$ cat src/rtl/core/assert_macros.svh
// ----------------------------------------------------------------------------
// Assertion macros
// Shared concurrent assertion helpers for the string unescape unit.
// ----------------------------------------------------------------------------
`ifndef ASSERT_MACROS_SVH
`define ASSERT_MACROS_SVH

// Property must hold on every clock edge out of reset.
`define JSU_ASSERT(lbl, ck, rn, prop, msg) \
    lbl: assert property (@(posedge ck) disable iff (!rn) (prop)) else $error(msg);

// Condition must never be seen on a clock edge out of reset.
`define JSU_NEVER(lbl, ck, rn, cond, msg) \
    lbl: assert property (@(posedge ck) disable iff (!rn) !(cond)) else $error(msg);

`endif

$ cat src/rtl/core/jsu_pkg.sv
// ----------------------------------------------------------------------------
// jsu_pkg
// Types and codes shared by the string unescape unit.
// ----------------------------------------------------------------------------
package jsu_pkg;

    typedef enum logic [1:0] {
        KIND_DATA  = 2'd0,
        KIND_END   = 2'd1,
        KIND_ERROR = 2'd2
    } kind_t;

    typedef enum logic [2:0] {
        ERR_NONE       = 3'd0,
        ERR_BAD_ESC    = 3'd1,
        ERR_BAD_HEX    = 3'd2,
        ERR_NO_LOW     = 3'd3,
        ERR_LOW_RANGE  = 3'd4,
        ERR_UNTERM     = 3'd5
    } err_t;

    localparam int MAX_WORDS = 4;

    typedef struct packed {
        logic       last;
        err_t       error_code;
        logic [7:0] data_byte;
        kind_t      kind;
    } result_t;

    // Up to four output words produced by one input byte.
    typedef struct packed {
        logic [2:0]                  cnt;
        result_t [MAX_WORDS-1:0]     word;
    } grp_t;

endpackage

$ cat src/rtl/core/jsu_decode.sv
// ----------------------------------------------------------------------------
// jsu_decode
// Escape parser state and combinational decode of one byte into a word group.
// ----------------------------------------------------------------------------
module jsu_decode
(
    input  logic              clk,
    input  logic              rst_n,
    input  logic              accept,
    input  logic [7:0]        in_byte,
    input  logic              text_ends,
    output jsu_pkg::grp_t     grp
);

    typedef enum logic [3:0] {
        PH_PLAIN   = 4'd0,
        PH_ESC     = 4'd1,
        PH_HEX_HI  = 4'd2,
        PH_WANT_BS = 4'd3,
        PH_WANT_U  = 4'd4,
        PH_HEX_LO  = 4'd5
    } phase_t;

    localparam logic [7:0] CH_QUOTE = 8'h22;
    localparam logic [7:0] CH_BSL   = 8'h5C;
    localparam logic [7:0] CH_N     = 8'h6E;
    localparam logic [7:0] CH_R     = 8'h72;
    localparam logic [7:0] CH_T     = 8'h74;
    localparam logic [7:0] CH_U     = 8'h75;

    phase_t      phase_reg, phase_next;
    logic [15:0] acc_reg, acc_next;
    logic [9:0]  hi_reg, hi_next;
    logic [1:0]  cnt_reg, cnt_next;

    jsu_pkg::err_t err;
    logic          closed;
    logic          hex_ok;
    logic [3:0]    hex_val;
    logic [15:0]   acc_new;
    logic [20:0]   pair_code;

    function automatic jsu_pkg::result_t data_word(input logic [7:0] b, input logic lst);
        jsu_pkg::result_t r;
        r.kind       = jsu_pkg::KIND_DATA;
        r.data_byte  = b;
        r.error_code = jsu_pkg::ERR_NONE;
        r.last       = lst;
        return r;
    endfunction

    function automatic jsu_pkg::grp_t encode_utf8(input logic [20:0] code);
        jsu_pkg::grp_t g;
        g = '0;
        if (code < 21'h80)
        begin
            g.cnt     = 3'd1;
            g.word[0] = data_word(code[7:0], 1'b1);
        end
        else if (code < 21'h800)
        begin
            g.cnt     = 3'd2;
            g.word[0] = data_word({3'b110, code[10:6]}, 1'b0);
            g.word[1] = data_word({2'b10, code[5:0]}, 1'b1);
        end
        else if (code < 21'h10000)
        begin
            g.cnt     = 3'd3;
            g.word[0] = data_word({4'b1110, code[15:12]}, 1'b0);
            g.word[1] = data_word({2'b10, code[11:6]}, 1'b0);
            g.word[2] = data_word({2'b10, code[5:0]}, 1'b1);
        end
        else
        begin
            g.cnt     = 3'd4;
            g.word[0] = data_word({5'b11110, code[20:18]}, 1'b0);
            g.word[1] = data_word({2'b10, code[17:12]}, 1'b0);
            g.word[2] = data_word({2'b10, code[11:6]}, 1'b0);
            g.word[3] = data_word({2'b10, code[5:0]}, 1'b1);
        end
        return g;
    endfunction

    always_comb
    begin
        hex_ok  = 1'b1;
        hex_val = 4'd0;
        if (in_byte >= 8'h30 && in_byte <= 8'h39)
            hex_val = in_byte[3:0];
        else if ((in_byte >= 8'h61 && in_byte <= 8'h66) || (in_byte >= 8'h41 && in_byte <= 8'h46))
            hex_val = in_byte[3:0] + 4'd9;
        else
            hex_ok = 1'b0;
    end

    assign acc_new   = {acc_reg[11:0], hex_val};
    // low unit is DC00..DFFF, so its low ten bits are the offset
    assign pair_code = {1'b0, hi_reg, acc_new[9:0]} + 21'h10000;

    always_comb
    begin
        phase_next = phase_reg;
        acc_next   = acc_reg;
        hi_next    = hi_reg;
        cnt_next   = cnt_reg;
        err        = jsu_pkg::ERR_NONE;
        closed     = 1'b0;
        grp        = '0;

        unique case (phase_reg)
            PH_ESC:
            begin
                phase_next = PH_PLAIN;
                priority if (in_byte == CH_BSL || in_byte == CH_QUOTE)
                begin
                    grp.cnt = 3'd1; grp.word[0] = data_word(in_byte, 1'b1);
                end
                else if (in_byte == CH_N)
                begin
                    grp.cnt = 3'd1; grp.word[0] = data_word(8'h0A, 1'b1);
                end
                else if (in_byte == CH_R)
                begin
                    grp.cnt = 3'd1; grp.word[0] = data_word(8'h0D, 1'b1);
                end
                else if (in_byte == CH_T)
                begin
                    grp.cnt = 3'd1; grp.word[0] = data_word(8'h09, 1'b1);
                end
                else if (in_byte == CH_U)
                begin
                    phase_next = PH_HEX_HI;
                    acc_next   = '0;
                    cnt_next   = '0;
                end
                else
                    err = jsu_pkg::ERR_BAD_ESC;
            end
            PH_HEX_HI, PH_HEX_LO:
            begin
                if (!hex_ok)
                    err = jsu_pkg::ERR_BAD_HEX;
                else if (cnt_reg != 2'd3)
                begin
                    acc_next = acc_new;
                    cnt_next = cnt_reg + 2'd1;
                end
                else
                begin
                    cnt_next = '0;
                    acc_next = '0;
                    if (phase_reg == PH_HEX_HI)
                    begin
                        if (acc_new[15:10] == 6'b110110)
                        begin
                            hi_next    = acc_new[9:0];
                            phase_next = PH_WANT_BS;
                        end
                        else
                        begin
                            grp        = encode_utf8({5'd0, acc_new});
                            phase_next = PH_PLAIN;
                        end
                    end
                    else if (acc_new[15:10] != 6'b110111)
                        err = jsu_pkg::ERR_LOW_RANGE;
                    else
                    begin
                        grp        = encode_utf8(pair_code);
                        phase_next = PH_PLAIN;
                        hi_next    = '0;
                    end
                end
            end
            PH_WANT_BS:
            begin
                if (in_byte == CH_BSL)
                    phase_next = PH_WANT_U;
                else
                    err = jsu_pkg::ERR_NO_LOW;
            end
            PH_WANT_U:
            begin
                if (in_byte == CH_U)
                begin
                    phase_next = PH_HEX_LO;
                    acc_next   = '0;
                    cnt_next   = '0;
                end
                else
                    err = jsu_pkg::ERR_NO_LOW;
            end
            default:
            begin
                phase_next = PH_PLAIN;
                priority if (in_byte == CH_QUOTE)
                begin
                    grp.cnt             = 3'd1;
                    grp.word[0].kind    = jsu_pkg::KIND_END;
                    grp.word[0].last    = 1'b1;
                    closed              = 1'b1;
                end
                else if (in_byte == CH_BSL)
                    phase_next = PH_ESC;
                else
                begin
                    grp.cnt = 3'd1; grp.word[0] = data_word(in_byte, 1'b1);
                end
            end
        endcase

        if (err == jsu_pkg::ERR_NONE && !closed && text_ends)
            err = jsu_pkg::ERR_UNTERM;

        if (err != jsu_pkg::ERR_NONE)
        begin
            phase_next                = PH_PLAIN;
            acc_next                  = '0;
            hi_next                   = '0;
            cnt_next                  = '0;
            grp                       = '0;
            grp.cnt                   = 3'd1;
            grp.word[0].kind          = jsu_pkg::KIND_ERROR;
            grp.word[0].error_code    = err;
            grp.word[0].last          = 1'b1;
        end
    end

    always_ff @(posedge clk or negedge rst_n)
    begin
        if (!rst_n)
        begin
            phase_reg <= PH_PLAIN;
            acc_reg   <= '0;
            hi_reg    <= '0;
            cnt_reg   <= '0;
        end
        else if (accept)
        begin
            phase_reg <= phase_next;
            acc_reg   <= acc_next;
            hi_reg    <= hi_next;
            cnt_reg   <= cnt_next;
        end
    end

endmodule

$ cat src/rtl/core/jsu_group_buf.sv
// ----------------------------------------------------------------------------
// jsu_group_buf
// Holds one decoded word group and feeds it word by word to an output register.
// ----------------------------------------------------------------------------
`include "assert_macros.svh"

module jsu_group_buf
(
    input  logic               clk,
    input  logic               rst_n,
    input  logic               in_valid,
    output logic               in_ready,
    input  jsu_pkg::grp_t      grp_in,
    output logic               out_valid,
    input  logic               out_ready,
    output jsu_pkg::result_t   out_word
);

    jsu_pkg::grp_t    grp_reg;
    logic [2:0]       rem_reg, rem_next;
    logic [1:0]       idx_reg, idx_next;
    logic             out_valid_reg;
    jsu_pkg::result_t out_reg;

    logic out_free;
    logic move;
    logic load;

    assign out_free = !out_valid_reg || out_ready;
    assign move     = (rem_reg != 3'd0) && out_free;
    // room for a new group once the last held word moves out
    assign in_ready = (rem_reg == 3'd0) || (rem_reg == 3'd1 && out_free);
    assign load     = in_valid && in_ready;

    always_comb
    begin
        rem_next = rem_reg;
        idx_next = idx_reg;
        if (load && grp_in.cnt != 3'd0)
        begin
            rem_next = grp_in.cnt;
            idx_next = '0;
        end
        else if (move)
        begin
            rem_next = rem_reg - 3'd1;
            idx_next = idx_reg + 2'd1;
        end
    end

    always_ff @(posedge clk or negedge rst_n)
    begin
        if (!rst_n)
        begin
            rem_reg       <= '0;
            idx_reg       <= '0;
            out_valid_reg <= 1'b0;
        end
        else
        begin
            rem_reg <= rem_next;
            idx_reg <= idx_next;
            if (move)
                out_valid_reg <= 1'b1;
            else if (out_ready)
                out_valid_reg <= 1'b0;
        end
    end

    always_ff @(posedge clk)
    begin
        if (load && grp_in.cnt != 3'd0)
            grp_reg <= grp_in;
        if (move)
            out_reg <= grp_reg.word[idx_reg];
    end

    assign out_valid = out_valid_reg;
    assign out_word  = out_reg;

    `JSU_NEVER(a_rem_range, clk, rst_n, rem_reg > 3'd4, "word group count out of range")
    `JSU_ASSERT(a_last_word, clk, rst_n, move && rem_reg == 3'd1 |-> grp_reg.word[idx_reg].last, "final word of group lacks last")
    `JSU_ASSERT(a_load_cnt, clk, rst_n, load && grp_in.cnt != 3'd0 |=> rem_reg == $past(grp_in.cnt), "group count not captured")

endmodule

$ cat src/rtl/core/json_string_unescape_unit.sv
// ----------------------------------------------------------------------------
// json_string_unescape_unit
// Unescapes a JSON string body byte stream into UTF-8 bytes, end and error words.
// ----------------------------------------------------------------------------
//  channel | dir | tdata                          | tuser     | tlast
//  s_*     | in  | [7:0] in_byte                  | -         | text_ends
//  m_*     | out | [7:0] data_byte, [10:8] error  | [1:0] kind| last of this byte
//
//  One input byte is taken per cycle; its results (one to four words) are
//  decoded in that cycle and leave through a registered output one word a cycle.
//  A byte that yields two or more words holds the input while the
//  group register drains; escape bytes that yield nothing pass at full rate.
//  rst_n clears the parser phase and empties the group and output registers.
//  m_tready low stalls the output register and, once the group is full, s_tready.
// ----------------------------------------------------------------------------
module json_string_unescape_unit
(
    input  logic        clk,
    input  logic        rst_n,
    input  logic        s_tvalid,
    output logic        s_tready,
    input  logic [7:0]  s_tdata,   // [7:0] in_byte
    input  logic        s_tlast,   // text_ends
    output logic        m_tvalid,
    input  logic        m_tready,
    output logic [15:0] m_tdata,   // [7:0] data_byte, [10:8] error_code, [15:11] zero
    output logic [1:0]  m_tuser,   // [1:0] kind
    output logic        m_tlast
);

    jsu_pkg::grp_t    grp;
    jsu_pkg::result_t word;
    logic             ready;

    jsu_decode u_decode
    (
        .clk       (clk),
        .rst_n     (rst_n),
        .accept    (s_tvalid && ready),
        .in_byte   (s_tdata),
        .text_ends (s_tlast),
        .grp       (grp)
    );

    jsu_group_buf u_group_buf
    (
        .clk       (clk),
        .rst_n     (rst_n),
        .in_valid  (s_tvalid),
        .in_ready  (ready),
        .grp_in    (grp),
        .out_valid (m_tvalid),
        .out_ready (m_tready),
        .out_word  (word)
    );

    assign s_tready = ready;
    assign m_tdata  = {5'd0, word.error_code, word.data_byte};
    assign m_tuser  = word.kind;
    assign m_tlast  = word.last;

endmodule
$ cat config.mk
export PLATFORM = sky130hd
export DESIGN_NAME = json_string_unescape_unit
export DESIGN_NICKNAME = d
export VERILOG_FILES = /design/src/rtl/core/jsu_pkg.sv /design/src/rtl/core/jsu_decode.sv /design/src/rtl/core/jsu_group_buf.sv /design/src/rtl/core/json_string_unescape_unit.sv
export VERILOG_INCLUDE_DIRS = /design/src /design/src/rtl/core
export SDC_FILE = /design/constraint.sdc
export NUM_CORES = 1
export LEC_CHECK = 0
export BUFFER_PORTS_ARGS = -buffer_cell sky130_fd_sc_hd__buf_2
export CORE_MARGIN = 2
export CORE_UTILIZATION = 45
export CTS_BUF_LIST = sky130_fd_sc_hd__clkbuf_8
export DETAILED_ROUTE_END_ITERATION = 6
export GPL_ROUTABILITY_DRIVEN = 0
export PLACE_DENSITY_LB_ADDON = 0.25
export SLEW_MARGIN = 15
export SYNTH_ARGS = -nofsm -noshare
export SYNTH_HDL_FRONTEND = slang
export SYNTH_SLANG_ARGS = --single-unit
$ cat constraint.sdc
create_clock -name clk -period 5.2 [get_ports clk]
set_clock_uncertainty 0.2 [all_clocks]
set_input_delay 0.26 -clock clk [delete_from_list [all_inputs] [get_ports clk]]
set_output_delay 0.26 -clock clk [all_outputs]
set_load 0.02 [all_outputs]
==> impl_results.md <==
- Run status: complete, no violations
- Final-layout worst hold slack: 0.156 ns
- Clock transition at the register clock pins on the worst setup and hold paths after CTS: about 0.08 ns
- Clock tree sinks: between 80 and 90
- Grt ovf: 0
- Total of flip-flops plus latches after synthesis: 84
- Most frequent cells in the layout: edfxtp_1, nor2_1, nand2_1, dfrtp_1, a21oi_1
- RSZ-0062 raised after global routing: false
- Tmin final: 3.58 ns
- Required time reported for the critical path endpoint: between 5 and 6 ns
- Initial core utilization: 45.8%
- Total length of routed met2 wires: about 6000 µm
- Count of max-cap constraint violations: 0
- Layout Cells excl Fill: 674
- Cell type group with the largest total delay on the critical path: compound AO/OA/AOI/OAI gates
- Pwr/cell area: around 430 nW/µm²
- Cts repair resizes: 0
- Number of buffers created by CTS: 9
- Async set or reset register ratio after synthesis: 39.3%
- Die height: 111 µm
- Arrival @ worst endpoint: 3.63 ns
- Via density: 6.43
- Slew HR: 31.6%
- Clock Tree Buf Depth: 2
- Wire length of the first global-routing pass: 21200 µm
- Final setup viols: 0
- Core occupancy in the finished layout: 49.9%
- Sequential element share of the synthesized area: about 46%
- Number of input and output port buffers inserted: 28
- # diodes: 0
- Post-Route Setup TNS: 0 ns
- Number of core rows: 39
- Number of levels in the clock H-tree: 3
- Number of enable flip-flop cells after synthesis: 51
- First DRT Iteration DRCs: 991
- Transition time at the pin with the least slew margin: roughly 1.0 ns
- Wire length per cell: 19.6 µm
- Synthesis Warnings: 0
- Total routed wire length on the met1 layer: between 5000 and 6000 µm
- Maximum number of pins on one net before global-route repair: 41
- Area of the core: about 11000 µm²
- Maximum frequency from static timing analysis: roughly 0.28 GHz
- Max stage delay cell, worst path: o21ai_2
- Count of cell types in the netlist: a little over 80
- Peak supply drop: 223 µV
- Half-perimeter wire length after placement: approximately 10000 µm
- CP Max Fanout: 20
- Clock root buffer master: clkbuf_8
- Critical path launch point type: flip-flop
- Die span in x: 111 µm
- Tot GR Track Use: 21.8%
- Proportion of layout cells with a drive suffix above 1: 14.7%
- Final Net Count: 548
- Commonest non-fill, non-tap cell in the layout: edfxtp_1
- Routed wire length on met3: 1270 µm
- Remaining DRCs: 0
- Synthesized area divided by synthesized cell count: 10.2 µm²
- Initial DRT Pass Iterations: 6
- TritonCTS clock tree: yes
- Max incr delay on CP: 0.61 ns
- Worst setup EP type: flip-flop
- Final period util: 68.8%
- Count of buffer and inverter cells on the critical path: 1
- Kind of critical path: flip-flop to flip-flop
- Hold buffers post-CTS: 2
- Netlist area before placement: 5180 µm²
- Worst skew pair latency: 0.37 ns
- Placed instance count: 656
- Number of flip-flops under the largest register name: 37
- Number of setup buffers added after CTS: 0
- Num ports: 34
- Highest metal layer used by the detailed router: met4
- Number of hold-slack violations in the final timing report: 0
- Final Max Tran Viols: 0
- Post-detailed-routing wire length: 13200 µm
- Total die area: between 10000 and 15000 µm²
- Vias in the first global route: 3902
- Synthesized instance count: 509
- Synthesis-to-finish area growth: 9.01%
- Worst min-delay path class: input port to flip-flop
- Leak Pwr: 0.00207 µW
- DRT antenna net count: 0
- Total via count after detailed routing: 4332
- Number of antenna violations at the first check in global routing: 0
- Dominant register cell in the synthesized netlist: edfxtp_1
- Worst path cell trace: or3_4 -> a2111oi_4 -> o22a_2 -> o2111a_2 -> inv_2 -> o21ai_2 -> mux2_1
==> path summary, 6_finish.rpt <==
| path | from | to | slack [ns] | depth (start not counted) |
|---|---|---|---|---|
| worst max-delay path | u_decode.phase_reg[0] | u_decode.hi_reg[0] | 1.62 | 7 |
| worst min-delay path | s_tdata[7] | u_group_buf.grp_reg[9] | 0.16 | 3 |
| worst max register to register | u_decode.phase_reg[0] | u_decode.hi_reg[0] | 1.62 | 7 |
| worst min register to register | u_decode.cnt_reg[1] | u_decode.cnt_reg[1] | 0.31 | 1 |
| max in group asynchronous | rst_n | u_decode.phase_reg[2] | 3.96 | 2 |
| min in group asynchronous | rst_n | u_group_buf.idx_reg[1] | 0.31 | 2 |
==> worst reg2reg max path: stages (launching register included) <==
cell and delay [ns]:
dfrtp_1 0.52, or3_4 0.46, a2111oi_4 0.41, o22a_2 0.23
o2111a_2 0.40, inv_2 0.26, o21ai_2 0.61, mux2_1 0.38
==> cells in the mapped netlist, types with 7 or more instances <==
master,n,share of area (%)
a22o_1,14,2.4
nand3_1,15,1.4
o21ai_0,26,2.5
inv_1,21,1.5
nor2_1,43,3.1
mux4_2,8,3.5
buf_2,7,0.68
ha_1,9,2.2
a22oi_1,10,1.4
nand2_1,33,2.4
nand2b_1,9,1.1
clkbuf_1,17,1.2
edfxtp_1,51,30
and2_1,10,1.2
nor3_1,25,2.4
dfrtp_1,33,16
a21oi_1,32,3.1
o211ai_1,8,1.2
mux2i_1,7,1.4
==> per-stage QoR <==
step | worst slack, ns | total power (µW) | area [µm²]
3_5_place_dp | 1.53 | 1910 | 5400
6_report | 1.62 | 2410 | 5650
4_1_cts | 1.64 | 2410 | 5640
2_1_floorplan | 0.768 | 1690 | 5190
5_1_grt | 1.45 | 2550 | 5650
3_3_place_gp | 1.62 | 1900 | 5400
==> kinds of logic (layout without fill, tap and decap cells) <==
| kind of cell | count (synthesis) | count (layout) | share of synthesized area, % |
|---|---|---|---|
| compound gates | 154 | 154 | 21.6 |
| xor+xnor | 7 | 7 | 1.18 |
| fa+ha+maj | 9 | 9 | 2.17 |
| buf+inv | 55 | 73 | 4.88 |
| flops | 84 | 84 | 45.5 |
| mux | 21 | 21 | 6.43 |
| other cells | 1 | 5 | 0.0724 |
| simple gates | 178 | 178 | 18.1 |
==> report_power, final <==
group          total [µW]  leakage (µW)  switching (µW)  internal, µW
clock network         500      0.000115             221           279
registers            1050      0.000920             113           935
logic                 858       0.00103             550           308
==> final cells by class <==
cell class              instances  area [µm²]
clock inverters                 6        80.1
well taps                     143         179
inverters                      22        82.6
fillers                      1020        5670
clock buffers                  10         138
flip-flops and latches         84        2360
repair buffers                 35         198
multi-input cells             374        2610
==> layer usage <==
metal,up-vias,GRT usage (%)
li1,1977,-
met1,2048,30.8
met2,267,33.0
met3,40,5.08
met4,0,7.74
met5,-,0
Power figures use the tool's default switching activity.
